<file path="config.mk">
export PLATFORM = sky130hd
export DESIGN_NAME = terminal_escape_sequence_parser_top
export DESIGN_NICKNAME = d
export VERILOG_FILES = /design/src/hdl/tesp_pkg.sv /design/src/hdl/terminal_escape_sequence_parser_top.sv /design/src/hdl/tesp_queue.sv /design/src/hdl/tesp_front.sv /design/src/hdl/tesp_back.sv
export SDC_FILE = /design/constraint.sdc
export NUM_CORES = 1
export LEC_CHECK = 0
export BUFFER_PORTS_ARGS = -buffer_cell sky130_fd_sc_hd__clkbuf_2
export CAP_MARGIN = 20
export CORE_MARGIN = 2
export CORE_UTILIZATION = 50
export DETAILED_ROUTE_END_ITERATION = 12
export GPL_TIMING_DRIVEN = 0
export PLACE_DENSITY = 0.79
export SYNTH_ARGS = -nofsm -noshare
export SYNTH_HDL_FRONTEND = slang
export SYNTH_SLANG_ARGS = --single-unit
export TNS_END_PERCENT = 5
</file>
<file path="constraint.sdc">
create_clock -name aclk -period 4.4 [get_ports aclk]
set_input_delay 0.44 -clock aclk [delete_from_list [all_inputs] [get_ports aclk]]
set_output_delay 0.44 -clock aclk [all_outputs]
set_load 0.02 [all_outputs]
</file>
<file path="src/hdl/tesp_pkg.sv">
// Shared types and constants of the terminal escape sequence parser.
`default_nettype none

package tesp_pkg;

    localparam int BYTE_W  = 8;
    localparam int KIND_W  = 3;
    localparam int POS_W   = 4;
    localparam int VAL_W   = 14;
    localparam int TDATA_W = 48;
    localparam int TUSER_W = 4;
    localparam int RUN_CAP = 16;

    localparam logic [KIND_W-1:0] KIND_PRINT   = 3'd0;
    localparam logic [KIND_W-1:0] KIND_EXECUTE = 3'd1;
    localparam logic [KIND_W-1:0] KIND_SUBST   = 3'd2;
    localparam logic [KIND_W-1:0] KIND_ESC     = 3'd3;
    localparam logic [KIND_W-1:0] KIND_CSI     = 3'd4;
    localparam logic [KIND_W-1:0] KIND_OSC     = 3'd5;
    localparam logic [KIND_W-1:0] KIND_OSC_END = 3'd6;

    localparam logic [BYTE_W-1:0] CH_BEL      = 8'h07;
    localparam logic [BYTE_W-1:0] CH_CAN      = 8'h18;
    localparam logic [BYTE_W-1:0] CH_SUB      = 8'h1A;
    localparam logic [BYTE_W-1:0] CH_ESC      = 8'h1B;
    localparam logic [BYTE_W-1:0] CH_C0_MAX   = 8'h1F;
    localparam logic [BYTE_W-1:0] CH_INT_MAX  = 8'h2F;
    localparam logic [BYTE_W-1:0] CH_COLON    = 8'h3A;
    localparam logic [BYTE_W-1:0] CH_SEMI     = 8'h3B;
    localparam logic [BYTE_W-1:0] CH_QUEST    = 8'h3F;
    localparam logic [BYTE_W-1:0] CH_FIN_MIN  = 8'h40;
    localparam logic [BYTE_W-1:0] CH_DCS      = 8'h50;
    localparam logic [BYTE_W-1:0] CH_SOS      = 8'h58;
    localparam logic [BYTE_W-1:0] CH_CSI      = 8'h5B;
    localparam logic [BYTE_W-1:0] CH_OSC      = 8'h5D;
    localparam logic [BYTE_W-1:0] CH_PM       = 8'h5E;
    localparam logic [BYTE_W-1:0] CH_APC      = 8'h5F;
    localparam logic [BYTE_W-1:0] CH_FIN_MAX  = 8'h7E;
    localparam logic [BYTE_W-1:0] INTER_OVFL  = 8'hFF;

    localparam logic [VAL_W-1:0] PARAM_SAT = 14'd16383;

    typedef struct packed {
        logic [KIND_W-1:0] kind;
        logic [BYTE_W-1:0] code;
        logic [BYTE_W-1:0] inter0;
        logic [BYTE_W-1:0] inter1;
        logic              priv;
        logic [POS_W-1:0]  last_pos;
    } cmd_t;

    typedef struct packed {
        logic full;
        logic csi_done;
    } front_stat_t;

endpackage

`default_nettype wire

</file>
<file path="src/hdl/terminal_escape_sequence_parser_top.sv">
// Top level of the terminal escape sequence parser.
// The block accepts one terminal byte per cycle unless stalled and tokenizes it into
// print, control, substitute, escape dispatch, OSC byte, OSC end and CSI dispatch
// transactions. A front end tracks the sequence state and queues at most one command
// per byte in a two-entry queue; a back end drives the output register. A CSI
// dispatch with n parameters produces n transactions (at most MAX_PARAMS), one per
// cycle while the output side keeps up, as the back end walks the parameter store one
// entry per cycle; the input stays stalled from the final byte until the last of
// those entries has been read.
`default_nettype none

module terminal_escape_sequence_parser_top
    import tesp_pkg::*;
#(
    parameter int MAX_PARAMS = 16,
    parameter int OSC_LIMIT  = 510
) (
    input  wire logic               aclk,
    input  wire logic               aresetn,
    input  wire logic               s_tvalid,
    output logic                    s_tready,
    input  wire logic [7:0]         s_tdata,   // [7:0] in_byte
    output logic                    m_tvalid,
    input  wire logic               m_tready,
    // [7:0] char_code, [15:8] first_inter, [23:16] second_inter, [27:24] param_pos,
    // [41:28] param_value, [47:42] zero
    output logic [TDATA_W-1:0]      m_tdata,
    output logic [TUSER_W-1:0]      m_tuser,   // [2:0] kind, [3] private_seq
    output logic                    m_tlast
);

    front_stat_t      stat;
    logic             push;
    cmd_t             push_cmd;
    logic             q_valid;
    logic             q_pop;
    logic             q_full;
    logic             csi_done;
    logic [$bits(cmd_t)-1:0] q_head;
    logic [POS_W-1:0] rd_pos;
    logic [VAL_W-1:0] rd_value;

    assign stat.full     = q_full;
    assign stat.csi_done = csi_done;

    tesp_front #(
        .MAX_PARAMS (MAX_PARAMS),
        .OSC_LIMIT  (OSC_LIMIT)
    ) u_front (
        .aclk     (aclk),
        .aresetn  (aresetn),
        .s_tvalid (s_tvalid),
        .s_tready (s_tready),
        .in_byte  (s_tdata),
        .stat     (stat),
        .push     (push),
        .cmd      (push_cmd),
        .rd_pos   (rd_pos),
        .rd_value (rd_value)
    );

    tesp_queue #(
        .WIDTH ($bits(cmd_t))
    ) u_queue (
        .aclk      (aclk),
        .aresetn   (aresetn),
        .push      (push),
        .push_data (push_cmd),
        .pop       (q_pop),
        .full      (q_full),
        .valid     (q_valid),
        .head      (q_head)
    );

    tesp_back u_back (
        .aclk     (aclk),
        .aresetn  (aresetn),
        .q_valid  (q_valid),
        .q_cmd    (cmd_t'(q_head)),
        .q_pop    (q_pop),
        .csi_done (csi_done),
        .rd_pos   (rd_pos),
        .rd_value (rd_value),
        .m_tvalid (m_tvalid),
        .m_tready (m_tready),
        .m_tdata  (m_tdata),
        .m_tuser  (m_tuser),
        .m_tlast  (m_tlast)
    );

endmodule

`default_nettype wire

</file>
<file path="src/hdl/tesp_queue.sv">
// Two-entry command queue between the parser front end and the result back end.
`default_nettype none

module tesp_queue
    import tesp_pkg::*;
#(
    parameter int WIDTH = 32
) (
    input  wire logic             aclk,
    input  wire logic             aresetn,
    input  wire logic             push,
    input  wire logic [WIDTH-1:0] push_data,
    input  wire logic             pop,
    output logic                  full,
    output logic                  valid,
    output logic [WIDTH-1:0]      head
);

    logic [WIDTH-1:0] slot_reg [2];
    logic             wr_ptr_reg;
    logic             rd_ptr_reg;
    logic [1:0]       count_reg;

    assign full  = (count_reg == 2'd2);
    assign valid = (count_reg != 2'd0);
    assign head  = slot_reg[rd_ptr_reg];

    always_ff @(posedge aclk) begin
        if (!aresetn) begin
            wr_ptr_reg <= 1'b0;
            rd_ptr_reg <= 1'b0;
            count_reg  <= 2'd0;
        end else begin
            if (push) begin
                wr_ptr_reg <= ~wr_ptr_reg;
            end
            if (pop) begin
                rd_ptr_reg <= ~rd_ptr_reg;
            end
            if (push && !pop) begin
                count_reg <= count_reg + 2'd1;
            end else if (pop && !push) begin
                count_reg <= count_reg - 2'd1;
            end
        end
    end

    always_ff @(posedge aclk) begin
        if (push) begin
            slot_reg[wr_ptr_reg] <= push_data;
        end
    end

endmodule

`default_nettype wire

</file>
<file path="src/hdl/tesp_front.sv">
// Parser front end: takes bytes, tracks the sequence state and queues result commands.
`default_nettype none

module tesp_front
    import tesp_pkg::*;
#(
    parameter int MAX_PARAMS = 16,
    parameter int OSC_LIMIT  = 510
) (
    input  wire logic              aclk,
    input  wire logic              aresetn,
    input  wire logic              s_tvalid,
    output logic                   s_tready,
    input  wire logic [BYTE_W-1:0] in_byte,
    input  wire front_stat_t       stat,
    output logic                   push,
    output cmd_t                   cmd,
    input  wire logic [POS_W-1:0]  rd_pos,
    output logic [VAL_W-1:0]       rd_value
);

    localparam int XW = $clog2(MAX_PARAMS + 1);
    localparam int IW = (MAX_PARAMS > 1) ? $clog2(MAX_PARAMS) : 1;
    localparam int CW = $clog2(OSC_LIMIT + 1);

    typedef enum logic [3:0] {
        ST_GROUND,
        ST_ESC,
        ST_ESC_INTER,
        ST_CSI_ENTRY,
        ST_CSI_PARAM,
        ST_CSI_INTER,
        ST_CSI_IGNORE,
        ST_OSC,
        ST_ABSORB
    } state_t;

    state_t            state_reg, state_next;
    logic [BYTE_W-1:0] inter0_reg, inter0_next;
    logic [BYTE_W-1:0] inter1_reg, inter1_next;
    logic [VAL_W-1:0]  cur_reg, cur_next;
    logic [XW-1:0]     idx_reg, idx_next;
    logic [CW-1:0]     osc_cnt_reg, osc_cnt_next;
    logic              hold_reg, hold_next;
    logic [VAL_W-1:0]  store_reg [MAX_PARAMS];
    logic              store_we;

    logic              accept;
    logic [BYTE_W-1:0] b;
    logic [BYTE_W-1:0] base0, base1, coll0, coll1;
    logic [17:0]       acc;
    logic              idx_room;
    int                last_pos_int;

    assign s_tready = !hold_reg && !stat.full;
    assign accept   = s_tvalid && s_tready;
    assign b        = in_byte;
    assign idx_room = (int'(idx_reg) < MAX_PARAMS);
    assign acc      = 18'(cur_reg) * 18'd10 + 18'(b[3:0]);

    assign rd_value = (int'(rd_pos) == int'(idx_reg)) ? cur_reg : store_reg[IW'(rd_pos)];

    always_comb begin
        base0 = (state_reg == ST_ESC) ? '0 : inter0_reg;
        base1 = (state_reg == ST_ESC) ? '0 : inter1_reg;
        if (base0 == '0) begin
            coll0 = b;
            coll1 = base1;
        end else if (base1 == '0) begin
            coll0 = base0;
            coll1 = b;
        end else begin
            coll0 = INTER_OVFL;
            coll1 = base1;
        end
        last_pos_int = int'(idx_reg);
        if (last_pos_int > MAX_PARAMS - 1) begin
            last_pos_int = MAX_PARAMS - 1;
        end
        if (last_pos_int > RUN_CAP - 1) begin
            last_pos_int = RUN_CAP - 1;
        end
    end

    always_comb begin
        state_next   = state_reg;
        inter0_next  = inter0_reg;
        inter1_next  = inter1_reg;
        cur_next     = cur_reg;
        idx_next     = idx_reg;
        osc_cnt_next = osc_cnt_reg;
        hold_next    = hold_reg;
        store_we     = 1'b0;
        push         = 1'b0;
        cmd          = '0;

        if (stat.csi_done) begin
            hold_next = 1'b0;
        end

        if (accept) begin
            cmd.code = b;
            if (b == CH_CAN || b == CH_SUB) begin
                state_next = ST_GROUND;
                push       = 1'b1;
                cmd.kind   = KIND_SUBST;
            end else if (b == CH_ESC) begin
                if (state_reg == ST_OSC) begin
                    push     = 1'b1;
                    cmd.kind = KIND_OSC_END;
                end
                state_next = ST_ESC;
            end else begin
                unique case (state_reg)
                    ST_GROUND: begin
                        push     = 1'b1;
                        cmd.kind = (b <= CH_C0_MAX) ? KIND_EXECUTE : KIND_PRINT;
                    end
                    ST_ESC: begin
                        inter0_next = '0;
                        inter1_next = '0;
                        cur_next    = '0;
                        idx_next    = '0;
                        if (b <= CH_C0_MAX) begin
                            push     = 1'b1;
                            cmd.kind = KIND_EXECUTE;
                        end else if (b <= CH_INT_MAX) begin
                            inter0_next = coll0;
                            inter1_next = coll1;
                            state_next  = ST_ESC_INTER;
                        end else if (b == CH_DCS || b == CH_SOS || b == CH_PM || b == CH_APC) begin
                            state_next = ST_ABSORB;
                        end else if (b == CH_CSI) begin
                            state_next = ST_CSI_ENTRY;
                        end else if (b == CH_OSC) begin
                            osc_cnt_next = '0;
                            state_next   = ST_OSC;
                        end else if (b <= CH_FIN_MAX) begin
                            push       = 1'b1;
                            cmd.kind   = KIND_ESC;
                            state_next = ST_GROUND;
                        end
                    end
                    ST_ESC_INTER: begin
                        if (b <= CH_C0_MAX) begin
                            push     = 1'b1;
                            cmd.kind = KIND_EXECUTE;
                        end else if (b <= CH_INT_MAX) begin
                            inter0_next = coll0;
                            inter1_next = coll1;
                        end else if (b <= CH_FIN_MAX) begin
                            state_next = ST_GROUND;
                            if (inter0_reg != INTER_OVFL) begin
                                push       = 1'b1;
                                cmd.kind   = KIND_ESC;
                                cmd.inter0 = inter0_reg;
                                cmd.inter1 = inter1_reg;
                            end
                        end
                    end
                    ST_CSI_ENTRY, ST_CSI_PARAM, ST_CSI_INTER: begin
                        if (b <= CH_C0_MAX) begin
                            push     = 1'b1;
                            cmd.kind = KIND_EXECUTE;
                        end else if (b <= CH_INT_MAX) begin
                            inter0_next = coll0;
                            inter1_next = coll1;
                            state_next  = ST_CSI_INTER;
                        end else if (b <= CH_QUEST) begin
                            if (state_reg == ST_CSI_INTER || b == CH_COLON) begin
                                state_next = ST_CSI_IGNORE;
                            end else if (b <= CH_SEMI) begin
                                state_next = ST_CSI_PARAM;
                                if (idx_room) begin
                                    if (b == CH_SEMI) begin
                                        store_we = 1'b1;
                                        idx_next = idx_reg + XW'(1);
                                        cur_next = '0;
                                    end else if (acc > 18'(PARAM_SAT)) begin
                                        cur_next = PARAM_SAT;
                                    end else begin
                                        cur_next = acc[VAL_W-1:0];
                                    end
                                end
                            end else if (state_reg == ST_CSI_ENTRY) begin
                                inter0_next = coll0;
                                inter1_next = coll1;
                                state_next  = ST_CSI_PARAM;
                            end else begin
                                state_next = ST_CSI_IGNORE;
                            end
                        end else if (b <= CH_FIN_MAX) begin
                            state_next = ST_GROUND;
                            if (inter0_reg != INTER_OVFL && inter1_reg == '0) begin
                                push         = 1'b1;
                                hold_next    = 1'b1;
                                cmd.kind     = KIND_CSI;
                                cmd.inter0   = inter0_reg;
                                cmd.priv     = (inter0_reg == CH_QUEST);
                                cmd.last_pos = POS_W'(last_pos_int);
                            end
                        end
                    end
                    ST_CSI_IGNORE: begin
                        if (b <= CH_C0_MAX) begin
                            push     = 1'b1;
                            cmd.kind = KIND_EXECUTE;
                        end else if (b >= CH_FIN_MIN && b <= CH_FIN_MAX) begin
                            state_next = ST_GROUND;
                        end
                    end
                    ST_OSC: begin
                        if (b == CH_BEL) begin
                            state_next = ST_GROUND;
                            push       = 1'b1;
                            cmd.kind   = KIND_OSC_END;
                        end else if (b > CH_C0_MAX && int'(osc_cnt_reg) < OSC_LIMIT) begin
                            osc_cnt_next = osc_cnt_reg + CW'(1);
                            push         = 1'b1;
                            cmd.kind     = KIND_OSC;
                        end
                    end
                    ST_ABSORB: begin
                    end
                    default: begin
                        state_next = ST_GROUND;
                    end
                endcase
            end
        end
    end

    always_ff @(posedge aclk) begin
        if (!aresetn) begin
            state_reg   <= ST_GROUND;
            inter0_reg  <= '0;
            inter1_reg  <= '0;
            cur_reg     <= '0;
            idx_reg     <= '0;
            osc_cnt_reg <= '0;
            hold_reg    <= 1'b0;
        end else begin
            state_reg   <= state_next;
            inter0_reg  <= inter0_next;
            inter1_reg  <= inter1_next;
            cur_reg     <= cur_next;
            idx_reg     <= idx_next;
            osc_cnt_reg <= osc_cnt_next;
            hold_reg    <= hold_next;
        end
    end

    always_ff @(posedge aclk) begin
        if (store_we) begin
            store_reg[IW'(idx_reg)] <= cur_reg;
        end
    end

endmodule

`default_nettype wire

</file>
<file path="src/hdl/tesp_back.sv">
// Result back end: turns queued commands into output transactions, one per cycle while the output is not stalled.
`default_nettype none

module tesp_back
    import tesp_pkg::*;
(
    input  wire logic               aclk,
    input  wire logic               aresetn,
    input  wire logic               q_valid,
    input  wire cmd_t               q_cmd,
    output logic                    q_pop,
    output logic                    csi_done,
    output logic [POS_W-1:0]        rd_pos,
    input  wire logic [VAL_W-1:0]   rd_value,
    output logic                    m_tvalid,
    input  wire logic               m_tready,
    output logic [TDATA_W-1:0]      m_tdata,
    output logic [TUSER_W-1:0]      m_tuser,
    output logic                    m_tlast
);

    logic              m_valid_reg;
    logic [POS_W-1:0]  pos_reg;
    logic [KIND_W-1:0] kind_reg;
    logic [BYTE_W-1:0] code_reg, inter0_reg, inter1_reg;
    logic              priv_reg, last_reg;
    logic [POS_W-1:0]  opos_reg;
    logic [VAL_W-1:0]  value_reg;
    logic              advance;
    logic              is_last;

    assign advance  = !m_valid_reg || m_tready;
    assign is_last  = (pos_reg == q_cmd.last_pos);
    assign q_pop    = advance && q_valid && is_last;
    assign csi_done = q_pop && (q_cmd.kind == KIND_CSI);
    assign rd_pos   = pos_reg;

    assign m_tvalid = m_valid_reg;
    assign m_tlast  = last_reg;
    assign m_tuser  = {priv_reg, kind_reg};
    assign m_tdata  = {6'd0, value_reg, opos_reg, inter1_reg, inter0_reg, code_reg};

    always_ff @(posedge aclk) begin
        if (!aresetn) begin
            m_valid_reg <= 1'b0;
            pos_reg     <= '0;
        end else if (advance) begin
            m_valid_reg <= q_valid;
            if (q_valid) begin
                pos_reg <= is_last ? '0 : pos_reg + POS_W'(1);
            end
        end
    end

    always_ff @(posedge aclk) begin
        if (advance && q_valid) begin
            kind_reg   <= q_cmd.kind;
            code_reg   <= q_cmd.code;
            inter0_reg <= q_cmd.inter0;
            inter1_reg <= q_cmd.inter1;
            priv_reg   <= q_cmd.priv;
            opos_reg   <= pos_reg;
            value_reg  <= (q_cmd.kind == KIND_CSI) ? rd_value : '0;
            last_reg   <= is_last;
        end
    end

endmodule

`default_nettype wire

</file>
==> reports/qor_table.md <==
| Metric | Reported |
|:---|:---|
| Maximum clock path buffer count | 3 |
| RSZ-0062 raised after global routing | no |
| Critical path capture point type | register |
| Largest family of logic cells by synthesized area | multiplexers |
| Vias in the first global route | 10.4k |
| Sw Pwr | 2.63 mW |
| Max rail drop VDD | 0.000391 V |
| Max-slew violation count | 0 |
| Cell count after synthesis | 1130 |
| TritonCTS clock tree | built |
| Clock root buffer | sky130_fd_sc_hd__clkbuf_16 |
| Global-route wire length before repair | 61300 um |
| Post-route total power | 9.76 mW |
| Switch share | 26.9% |
| Smallest hold slack | 365 ps |
| Post-CTS Resized | 0 |
| Total die area | 36300 um2 |
| Aggregate global routing overflow | 0 |
| Placed wire-length estimate after detailed placement | 25900 um |
| Final Skew | 29.8 ps |
| Simple-gate portion of the synthesized area | 9.38% |
| Weighted congestion reported at the end of routability-driven placement | 0.921 |
| Global-route usage over all layers | 22.3% |
| Clock buffer count from CTS | 39 |
| Flip-flop count of the largest register, all copies and words added | 224 |
| Max Clk Rate | 249 MHz |
| Number of failing setup endpoints in the final timing report | 0 |
| Setup TNS | 0 ps |
| Post-synthesis sequential element count | 398 |
| Final period utilization | 91.3% |
| Routed wirelength normalized by instance count | 23.0 um |
| Slack of the worst reg-to-reg path | 380 ps |
| Clock edge transition at the registers on the reported setup and hold paths | 60 ps |
| Post-cts hold buffer count | 0 |
| Min-Delay Startpoint | s_tdata[0] |
| Standard-cell rows | 68 |
| Largest fanout on the critical path | 21 |
| I/O Pins | 67 |
| Net count of the finished layout | 1303 |
| Overall die height | 191 um |
| Critical path startpoint category | register |
| Critical setup path kind | register to register |
| Count of distinct cell types in the synthesized netlist | 87 |
| Worst hold path endpoint | u_front.cur_reg[0] |
| Count of unresolved DRC violations after routing | 0 |
| Worst hold path depth | 3 |
| Starting density of the core | 50.6% |
| Period minus WS final | 4020 ps |
| Async S/R FF share, synth | 0% |
| Arrival @ worst endpoint | 4440 ps |
| 1st-pass router iterations | 9 |
| Number of H-tree levels | 2 |
| Number of buffers inserted to repair setup after CTS | 0 |
| Crit Reg-Reg Startpoint | u_front.cur_reg[1] |
| Number of enable-type register cells in the synthesized netlist | 335 |
| Mean instance size in the synthesized netlist | 15.4 um2 |
| Outcome | finished clean |
| Horizontal die dimension | 191 um |
| Sequential share of the synthesized area | 65.1% |
| Max-Cap Viols | 0 |
| Mux share of post-synthesis cell area | 12.1% |
| Pin count of the biggest net entering global routing | 35 |
| Core region area | 34400 um2 |
| Length in cells of the worst reg-to-reg path | 11 |
| Relative max-transition margin | 26.3% |
| Mean number of vias per cell | 6.07 |
| Total number of clock tree sinks | 398 |
| Count of routing violations after the opening detailed-route iteration | 1190 |
| Required time at the endpoint of the critical path | 4820 ps |
| Reported leakage power | 6.64 nW |
| Initial antenna violation count | 2 |
| Compound-gate portion of the synthesized area | 7.06% |
| Predominant post-synthesis flop cell | sky130_fd_sc_hd__edfxtp_1 |
| Tightest Pin Transition | 1110 ps |
| Number of synthesis warnings | 0 |
| Share of the synthesized netlist area taken by xor and xnor gates | 1.76% |
| Share of cells above drive strength 1 | 22.6% |
| Total wire length | 39900 um |
| Hold/Removal Path Class | primary input to register |
| Diode insertion count for antenna repair | 0 |
| Post-DRT Antenna Nets | 0 |
| Reg-to-Reg End | u_front.cur_reg[7] |
| Share of power burned in registers | 47.6% |
| Total vias in the final route | 10.6k |
| Place WS | 471 ps |
| Clock group share of total power | 34.5% |
| Areal power density over the cells | 492 nW/um2 |
| Area delta synth->final | 14.1% |
| Clock latency reported for the late side of the worst-skew pair | 540 ps |
| Combinational power share | 17.9% |
| Cell internal power dissipation | 7.13 mW |
| Mapped Area | 17400 um2 |
| Post-Synth Adder-Cell Area | 2.75% |
| Quantity of I/O buffers inserted on ports | 59 |
| Post-route worst setup slack | 383 ps |
| Number of hold-slack violations in the final timing report | 0 |
cell families after synthesis:
kind of cell | after synthesis
adder cells (fa/ha/maj) | 37
flip-flops | 398
AND/OR/NAND/NOR | 305
AO/OA/AOI/OAI | 164
XOR/XNOR | 35
buffers and inverters | 72
multiplexers | 118
other | 1
cell type report:
type	count	area, um2
multi-input cells	665	5800
plain buffers	57	270
flip-flops and latches	398	11300
well taps	455	569
clock inverters	16	183
clock buffers	55	1130
repair buffers	78	523
fillers	2570	14500
inverters	15	56.3
Yosys cell counts, drive strengths merged, types with 4 or more instances:
master | count | share of area, %
a2111oi | 4 | 0.28
a211o | 14 | 0.70
a211oi | 4 | 0.23
a21boi | 16 | 0.69
a21o | 6 | 0.26
a21oi | 23 | 0.68
a22o | 6 | 0.30
a22oi | 8 | 0.35
a311oi | 6 | 0.37
a31oi | 9 | 0.32
a41oi | 5 | 0.25
and2 | 36 | 1.3
and3 | 11 | 0.40
buf | 28 | 0.93
clkbuf | 29 | 0.63
dfxtp | 63 | 7.3
edfxtp | 335 | 58
ha | 35 | 2.5
inv | 15 | 0.32
mux2 | 29 | 1.9
mux2i | 19 | 1.1
mux4 | 70 | 9.1
nand2 | 48 | 1.1
nand2b | 20 | 0.72
nand3 | 18 | 0.55
nand4 | 15 | 0.54
nor2 | 90 | 1.9
nor2b | 10 | 0.36
nor3 | 16 | 0.58
nor4 | 9 | 0.40
nor4b | 5 | 0.29
o211ai | 12 | 0.52
o21a | 5 | 0.22
o21ai | 25 | 0.72
or2 | 4 | 0.14
or3 | 4 | 0.14
xnor2 | 16 | 0.81
xor2 | 19 | 0.96
how the worst max path moves through the flow:
stage	depth (start not counted)	slack, ps	to	start
after floorplan	6	240	u_queue.count_reg[1]	u_back.m_tvalid
after global placement	7	-1260	u_queue.count_reg[1]	m_tready
after detailed placement	11	470	u_front.cur_reg[7]	u_front.cur_reg[1]
after CTS	11	430	u_front.cur_reg[7]	u_front.cur_reg[1]
after global routing	10	110	u_front.cur_reg[2]	u_front.cur_reg[1]
final	11	380	u_front.cur_reg[7]	u_front.cur_reg[1]
through the flow:
step / util, % / instances / area [um2]
global placement: 53.2 / 1649 / 18300
detailed placement: 53.9 / 1667 / 18500
CTS: 57.7 / 1738 / 19800
global route: 57.8 / 1739 / 19900
floorplan: - / 1135 / 17400
finish: 57.8 / 1739 / 19900
layer usage:
layer | up-vias | share of wire (%) | global-route usage [%]
li1 | 4676 | - | -
met4 | 2 | 2.4 | 7.13
met5 | - | 0.033 | 0
met3 | 76 | 8.5 | 4.45
met1 | 5282 | 40 | 30.3
met2 | 527 | 49 | 36.3
cells in the final DEF, fill, tap and decap left out, types with 20 or more instances in the layout:
cell type                   instances
sky130_fd_sc_hd__clkbuf_1          38
sky130_fd_sc_hd__dfxtp_1           63
sky130_fd_sc_hd__a21oi_1           22
sky130_fd_sc_hd__nand2b_1          20
sky130_fd_sc_hd__edfxtp_1         335
sky130_fd_sc_hd__ha_1              35
sky130_fd_sc_hd__nand2_1           47
sky130_fd_sc_hd__nor2_1            88
sky130_fd_sc_hd__mux2_2            28
sky130_fd_sc_hd__clkbuf_16         41
sky130_fd_sc_hd__and2_1            34
sky130_fd_sc_hd__mux4_2            70
sky130_fd_sc_hd__clkbuf_2          59
power by group through the flow:
| stage | Sequential [mW] | Clock [mW] | Combinational, mW |
|---|---|---|---|
| 6_report | 4.65 | 3.36 | 1.75 |
| 5_1_grt | 4.68 | 3.53 | 1.85 |
| 4_1_cts | 4.65 | 3.41 | 1.76 |
| 3_5_place_dp | 4.72 | 0 | 1.73 |
| 3_3_place_gp | 4.74 | 0 | 1.65 |
| 2_1_floorplan | 5.01 | 0 | 0.874 |
worst max-delay path, cell delays in order (launching register included):
cell and delay, ps:
sky130_fd_sc_hd__dfxtp_1 850, sky130_fd_sc_hd__ha_1 360, sky130_fd_sc_hd__ha_1 230, sky130_fd_sc_hd__fa_1 420
sky130_fd_sc_hd__a211oi_2 470, sky130_fd_sc_hd__nor2_1 140, sky130_fd_sc_hd__nor2_1 210, sky130_fd_sc_hd__nand3_2 120
sky130_fd_sc_hd__nor4_1 380, sky130_fd_sc_hd__mux2_4 380, sky130_fd_sc_hd__buf_6 150, sky130_fd_sc_hd__a311oi_2 220
No activity file was read; power rests on OpenSTA's default activity.
